<file path="src/rtl/bsr_pkg.sv">
// Package: shared constants, widths and codes for the BSR conj-transpose SpMV unit.
`default_nettype none
package bsr_pkg;
    localparam int MAX_DIM_DEF   = 1024;
    localparam int MAX_BLOCK_DEF = 8;

    localparam int DW  = 32;
    localparam int CW  = 2 * DW;
    localparam int CFG_AW = 3;
    localparam int CFG_DW = 32;

    localparam logic [1:0] FUNC_LOAD_X = 2'd0;
    localparam logic [1:0] FUNC_LOAD_Y = 2'd1;
    localparam logic [1:0] FUNC_ELEM   = 2'd2;
    localparam logic [1:0] FUNC_READ_Y = 2'd3;

    localparam logic [1:0] ST_OK      = 2'd0;
    localparam logic [1:0] ST_LAYOUT  = 2'd1;
    localparam logic [1:0] ST_RANGE   = 2'd2;

    localparam logic [CFG_AW-1:0] REG_BLOCK_SIZE = 3'd0;
    localparam logic [CFG_AW-1:0] REG_LAYOUT     = 3'd1;
    localparam logic [CFG_AW-1:0] REG_NUM_ROWS   = 3'd2;
    localparam logic [CFG_AW-1:0] REG_NUM_COLS   = 3'd3;
    localparam logic [CFG_AW-1:0] REG_ALPHA_RE   = 3'd4;
    localparam logic [CFG_AW-1:0] REG_ALPHA_IM   = 3'd5;
    localparam logic [CFG_AW-1:0] REG_BETA_RE    = 3'd6;
    localparam logic [CFG_AW-1:0] REG_BETA_IM    = 3'd7;

    typedef struct packed {
        logic [1:0]  func;
        logic [9:0]  vec_index;
        logic [9:0]  block_row;
        logic [9:0]  block_col;
        logic [5:0]  elem_pos;
        logic signed [31:0] val_re;
        logic signed [31:0] val_im;
    } t_in_item;

    typedef struct packed {
        logic signed [31:0] out_re;
        logic signed [31:0] out_im;
        logic [1:0]  status;
    } t_out_item;

    typedef struct packed {
        logic [CFG_AW-1:0] index;
        logic [CFG_DW-1:0] data;
    } t_cfg_item;

    // saturate a 34-bit signed value to 32 bits
    function automatic logic signed [31:0] sat34(input logic signed [33:0] v);
        logic signed [31:0] r;
        if (v > 34'sd2147483647)       r = 32'sh7fffffff;
        else if (v < -34'sd2147483648) r = 32'sh80000000;
        else                           r = v[31:0];
        return r;
    endfunction
endpackage
`default_nettype wire

</file>
<file path="src/rtl/bsr_cmul.sv">
// Shared complex multiplier: four 33x33 products in sequence, Q16.16 round and saturate.
`default_nettype none
module bsr_cmul (
    input  wire logic               i_clk,
    input  wire logic               i_rst_n,
    input  wire logic               i_start,
    input  wire logic signed [32:0] i_ar,
    input  wire logic signed [32:0] i_ai,
    input  wire logic signed [32:0] i_br,
    input  wire logic signed [32:0] i_bi,
    output logic                    o_done,
    output logic signed [31:0]      o_rr,
    output logic signed [31:0]      o_ri
);
    import bsr_pkg::*;

    logic [2:0]          r_step;
    logic signed [32:0]  r_ar, r_ai, r_br, r_bi;
    logic signed [65:0]  r_prod;
    logic signed [67:0]  r_acc_re, r_acc_im;
    logic signed [32:0]  s_a, s_b;
    logic signed [67:0]  s_rnd_re, s_rnd_im;
    logic signed [51:0]  s_q_re, s_q_im;

    // step 1..4 computes one product; each product is accumulated in the following step
    always_comb begin
        case (r_step)
            3'd1:    begin s_a = r_ar; s_b = r_br; end
            3'd2:    begin s_a = r_ai; s_b = r_bi; end
            3'd3:    begin s_a = r_ar; s_b = r_bi; end
            3'd4:    begin s_a = r_ai; s_b = r_br; end
            default: begin s_a = r_ar; s_b = r_br; end
        endcase
    end

    always_ff @(posedge i_clk) begin
        if (!i_rst_n) begin
            r_step <= 3'd0;
            o_done <= 1'b0;
        end else begin
            o_done <= 1'b0;
            if (i_start) begin
                r_step <= 3'd1;
                r_ar <= i_ar; r_ai <= i_ai; r_br <= i_br; r_bi <= i_bi;
                r_acc_re <= '0;
                r_acc_im <= '0;
            end else if (r_step != 3'd0) begin
                r_step <= (r_step == 3'd5) ? 3'd0 : r_step + 3'd1;
                case (r_step)
                    3'd2:    r_acc_re <= r_acc_re + 68'(r_prod);
                    3'd3:    r_acc_re <= r_acc_re - 68'(r_prod);
                    3'd4:    r_acc_im <= r_acc_im + 68'(r_prod);
                    3'd5:    r_acc_im <= r_acc_im + 68'(r_prod);
                    default: ;
                endcase
                if (r_step == 3'd5) o_done <= 1'b1;
            end
            r_prod <= s_a * s_b;
        end
    end

    // floor((sum + 2^15) / 2^16) then saturate; output valid when o_done
    always_comb begin
        s_rnd_re = r_acc_re + 68'sd32768;
        s_rnd_im = r_acc_im + 68'sd32768;
        s_q_re = s_rnd_re[67:16];
        s_q_im = s_rnd_im[67:16];
        if (s_q_re > 52'sd2147483647)       o_rr = 32'sh7fffffff;
        else if (s_q_re < -52'sd2147483648) o_rr = 32'sh80000000;
        else                                o_rr = s_q_re[31:0];
        if (s_q_im > 52'sd2147483647)       o_ri = 32'sh7fffffff;
        else if (s_q_im < -52'sd2147483648) o_ri = 32'sh80000000;
        else                                o_ri = s_q_im[31:0];
    end
endmodule
`default_nettype wire

</file>
<file path="config.mk">
export PLATFORM = sky130hd
export DESIGN_NAME = bsr_cmul
export DESIGN_NICKNAME = d
export VERILOG_FILES = /design/src/rtl/bsr_pkg.sv /design/src/rtl/bsr_cmul.sv
export SDC_FILE = /design/constraint.sdc
export NUM_CORES = 2
export LEC_CHECK = 0
export ABC_AREA = 0
export BUFFER_PORTS_ARGS = -buffer_cell sky130_fd_sc_hd__buf_4
export CELL_PAD_IN_SITES_DETAIL_PLACEMENT = 0
export CELL_PAD_IN_SITES_GLOBAL_PLACEMENT = 1
export CORE_MARGIN = 5
export CORE_UTILIZATION = 47
export DETAILED_ROUTE_END_ITERATION = 12
export PLACE_DENSITY_LB_ADDON = 0.1
export RECOVER_POWER = 25
export SLEW_MARGIN = 10
export SYNTH_ARGS = -nofsm -noshare
export SYNTH_HDL_FRONTEND = slang
export SYNTH_SLANG_ARGS = --single-unit
</file>
<file path="constraint.sdc">
create_clock -name i_clk -period 11.27 [get_ports i_clk]
set_clock_uncertainty 0.15 [all_clocks]
set_input_delay 2.254 -clock i_clk [delete_from_list [all_inputs] [get_ports i_clk]]
set_output_delay 2.254 -clock i_clk [all_outputs]
set_load 0.01 [all_outputs]
</file>
==> out/qor.csv <==
metric,value,unit
status,"finished, violations left",
failing checks,"max-capacitance violations, max-slew violations",
cts bufs inserted,42,
Unique masters post-synth,86,
max incr delay on CP,640,ps
FMAX,95.5,MHz
Post-synth top cells,"1,187 x inv_1, 1,147 x fa_1, 901 x nor2_1",
critical path data required time,11470,ps
total routed wirelength,191,mm
Final Cycle Share,92.9,%
post-synth top area cell,fa_1,
Sequential Area,0.0101,mm²
CTS Root Buffer Type,clkbuf_16,
Synth area leaders,"fa_1 38%, edfxtp_1 16%, inv_1 7.3%",
Initial Utilization,47.2,%
CP arrival,10680,ps
sequential share of the synthesized area,16.6,%
grt met1 use,40.0,%
most numerous cell in the Yosys netlist,inv_1,
post-cts sizing count,0,
Clock Tree Buf Depth,3,
Async SR Flop Fraction,0,%
Crit path top cell by count,fa_1,
area occupied by multi-input gates,0.0458,mm²
DR vias,46034,
worst skew pair latency,630,ps
port buffer count,199,
Synth Cell Area,0.0611,mm²
#FFs+latches synth,338,
RSZ-0062 raised after global routing,no,
Layout Area Growth over Synthesis,8.49,%
Mapped Nets,8180,
fin. max-slew vios,74,
Worst path slowest cell,mux2i_4,
met3 GRT Util,6.74,%
Crit Path Class,reg2reg,
DR DRC count,0,
"Reg clk slew, reported paths",60,ps
fin util,51.2,%
Yosys top cell area share,37.6,%
max_cap viols,2,
CP endpoint kind,flop,
Layout fillers,12267,
grt met2 use,42.4,%
share of layout cells above drive strength 1,8.18,%
Slew HR,-40.6,%
post-CTS setup buffers,0,
Pre-antenna DRT Iters,5,
Synth Warn #,0,
largest net degree at the start of global routing,83,
final-report hold violation count,0,
CTS Sinks,338,
H-tree depth,2,
Syn Inst Count,6543,
GP Congestion,0.938,
final setup vio count,0,
antenna violations before repair,5,
average routed wire per standard cell,22.7,µm
CTS tree,yes,
gr busiest metal,met2,
vias in the first global route,48189,
die footprint,0.137,mm²
initial DRC count,3339,
"EDFF count, synth",334,
Tmin final,10470,ps
first-pass GRT wire length,292,mm
Slew @ Worst Pin,2110,ps
Core Box Area,0.129,mm²
post-DP HPWL,156,mm
Post-Route Setup TNS,0,ps
"Top FF cell, synth",edfxtp_1,
Synth Area per Inst,9.33,µm²
All-Layer GR Usage,28.1,%
Hold Buf Count CTS,0,
global route overflow,0,
via density per instance,5.48,
Core Rows,132,
io pins,200,
Antenna Nets Post-Route,0,
Horiz. Die Dim,370,µm
Die H,370,µm
crit path max fanout,49,
CP Launch Type,flop,
Layout Nets,8269,
worst hold path type,reg2reg,
-- metrics by stage --
stage / setup WS (ps) / hold slack [ps] / cells / cell area [µm²]
3_5_place_dp: 954 / 421 / 8330 / 64900
2_1_floorplan: 763 / 379 / 6543 / 61100
4_1_cts: 911 / 433 / 8405 / 66300
6_report: 795 / 430 / 8408 / 66300
5_1_grt: 380 / 443 / 8405 / 66200
3_3_place_gp: 1000 / 408 / 8330 / 64900
-- layout make-up --
cell class | instances | share of cell area, %
multi-input cells | 4755 | 69.1
flip-flops and latches | 338 | 15.3
inverters | 1188 | 6.73
repair buffers | 307 | 3.47
well taps | 1742 | 3.29
clock buffers | 51 | 1.64
clock inverters | 24 | 0.510
diodes | 3 | 0.0113
-- layer usage --
layer	vias up	part of all wire, %	wire length [µm]
li1	20834	-	-
met1	22994	44	84200
met2	1849	42	81000
met3	353	9.2	17600
met4	4	4.1	7910
met5	-	0.014	27
-- cell families (layout without fill, tap and decap cells) --
| family | Yosys count | after routing | share of synthesized area, % |
|---|---|---|---|
| AND/OR/NAND/NOR | 1974 | 1974 | 13.9 |
| adder cells (fa/ha/maj) | 1502 | 1502 | 44.9 |
| buffers and inverters | 1450 | 1570 | 8.99 |
| AO/OA/AOI/OAI | 817 | 817 | 8.63 |
| flip-flops | 338 | 338 | 16.6 |
| XOR/XNOR | 328 | 328 | 4.70 |
| multiplexers | 134 | 134 | 2.33 |
| other | 0 | 3 | 0 |
-- flip-flops by register name, summed over array words and instances (netlist names) --
register,cells
r_ai,33
o_done,1
r_acc_im,68
r_prod,66
r_acc_re,68
r_br,33
r_ar,33
r_bi,33
r_step,3
-- critical path: cells and delay by family, from the launching register on --
kind	cells	cell delay (ps)
adder cells (fa/ha/maj)	10	4650
AND/OR/NAND/NOR	4	620
flip-flops	1	410
multiplexers	1	640
XOR/XNOR	1	100
buffers and inverters	7	1090
AO/OA/AOI/OAI	8	2370
-- path summary, 6_finish.rpt --
kind | cells past startpoint | start | to | slack [ps]
worst min register to register | 2 | r_step[1]$_SDFFE_PP0P_ | r_step[2]$_SDFFE_PP0P_ | 430
worst max register to register | 31 | r_step[0]$_SDFFE_PN0N_ | r_prod[64]$_DFFE_PP_ | 800
worst max-delay path | 31 | r_step[0]$_SDFFE_PN0N_ | r_prod[64]$_DFFE_PP_ | 800
worst min-delay path | 2 | r_step[1]$_SDFFE_PP0P_ | r_step[2]$_SDFFE_PP0P_ | 430
-- placed cells by master (no fill, tap or decap), types with 115 or more instances in the layout --
| cell type | Yosys | routed |
|---|---|---|
| a21o_1 | 143 | 143 |
| a21oi_1 | 280 | 280 |
| buf_4 | 4 | 169 |
| clkbuf_4 | 0 | 120 |
| edfxtp_1 | 334 | 334 |
| fa_1 | 1147 | 1147 |
| ha_1 | 355 | 354 |
| inv_1 | 1187 | 1187 |
| nand2_1 | 643 | 643 |
| nor2_1 | 901 | 899 |
| xnor2_1 | 213 | 213 |
| xor2_1 | 115 | 115 |
Power is not shown: default switching activity piles up to over one toggle a cycle in this logic, so the estimate is an artifact.
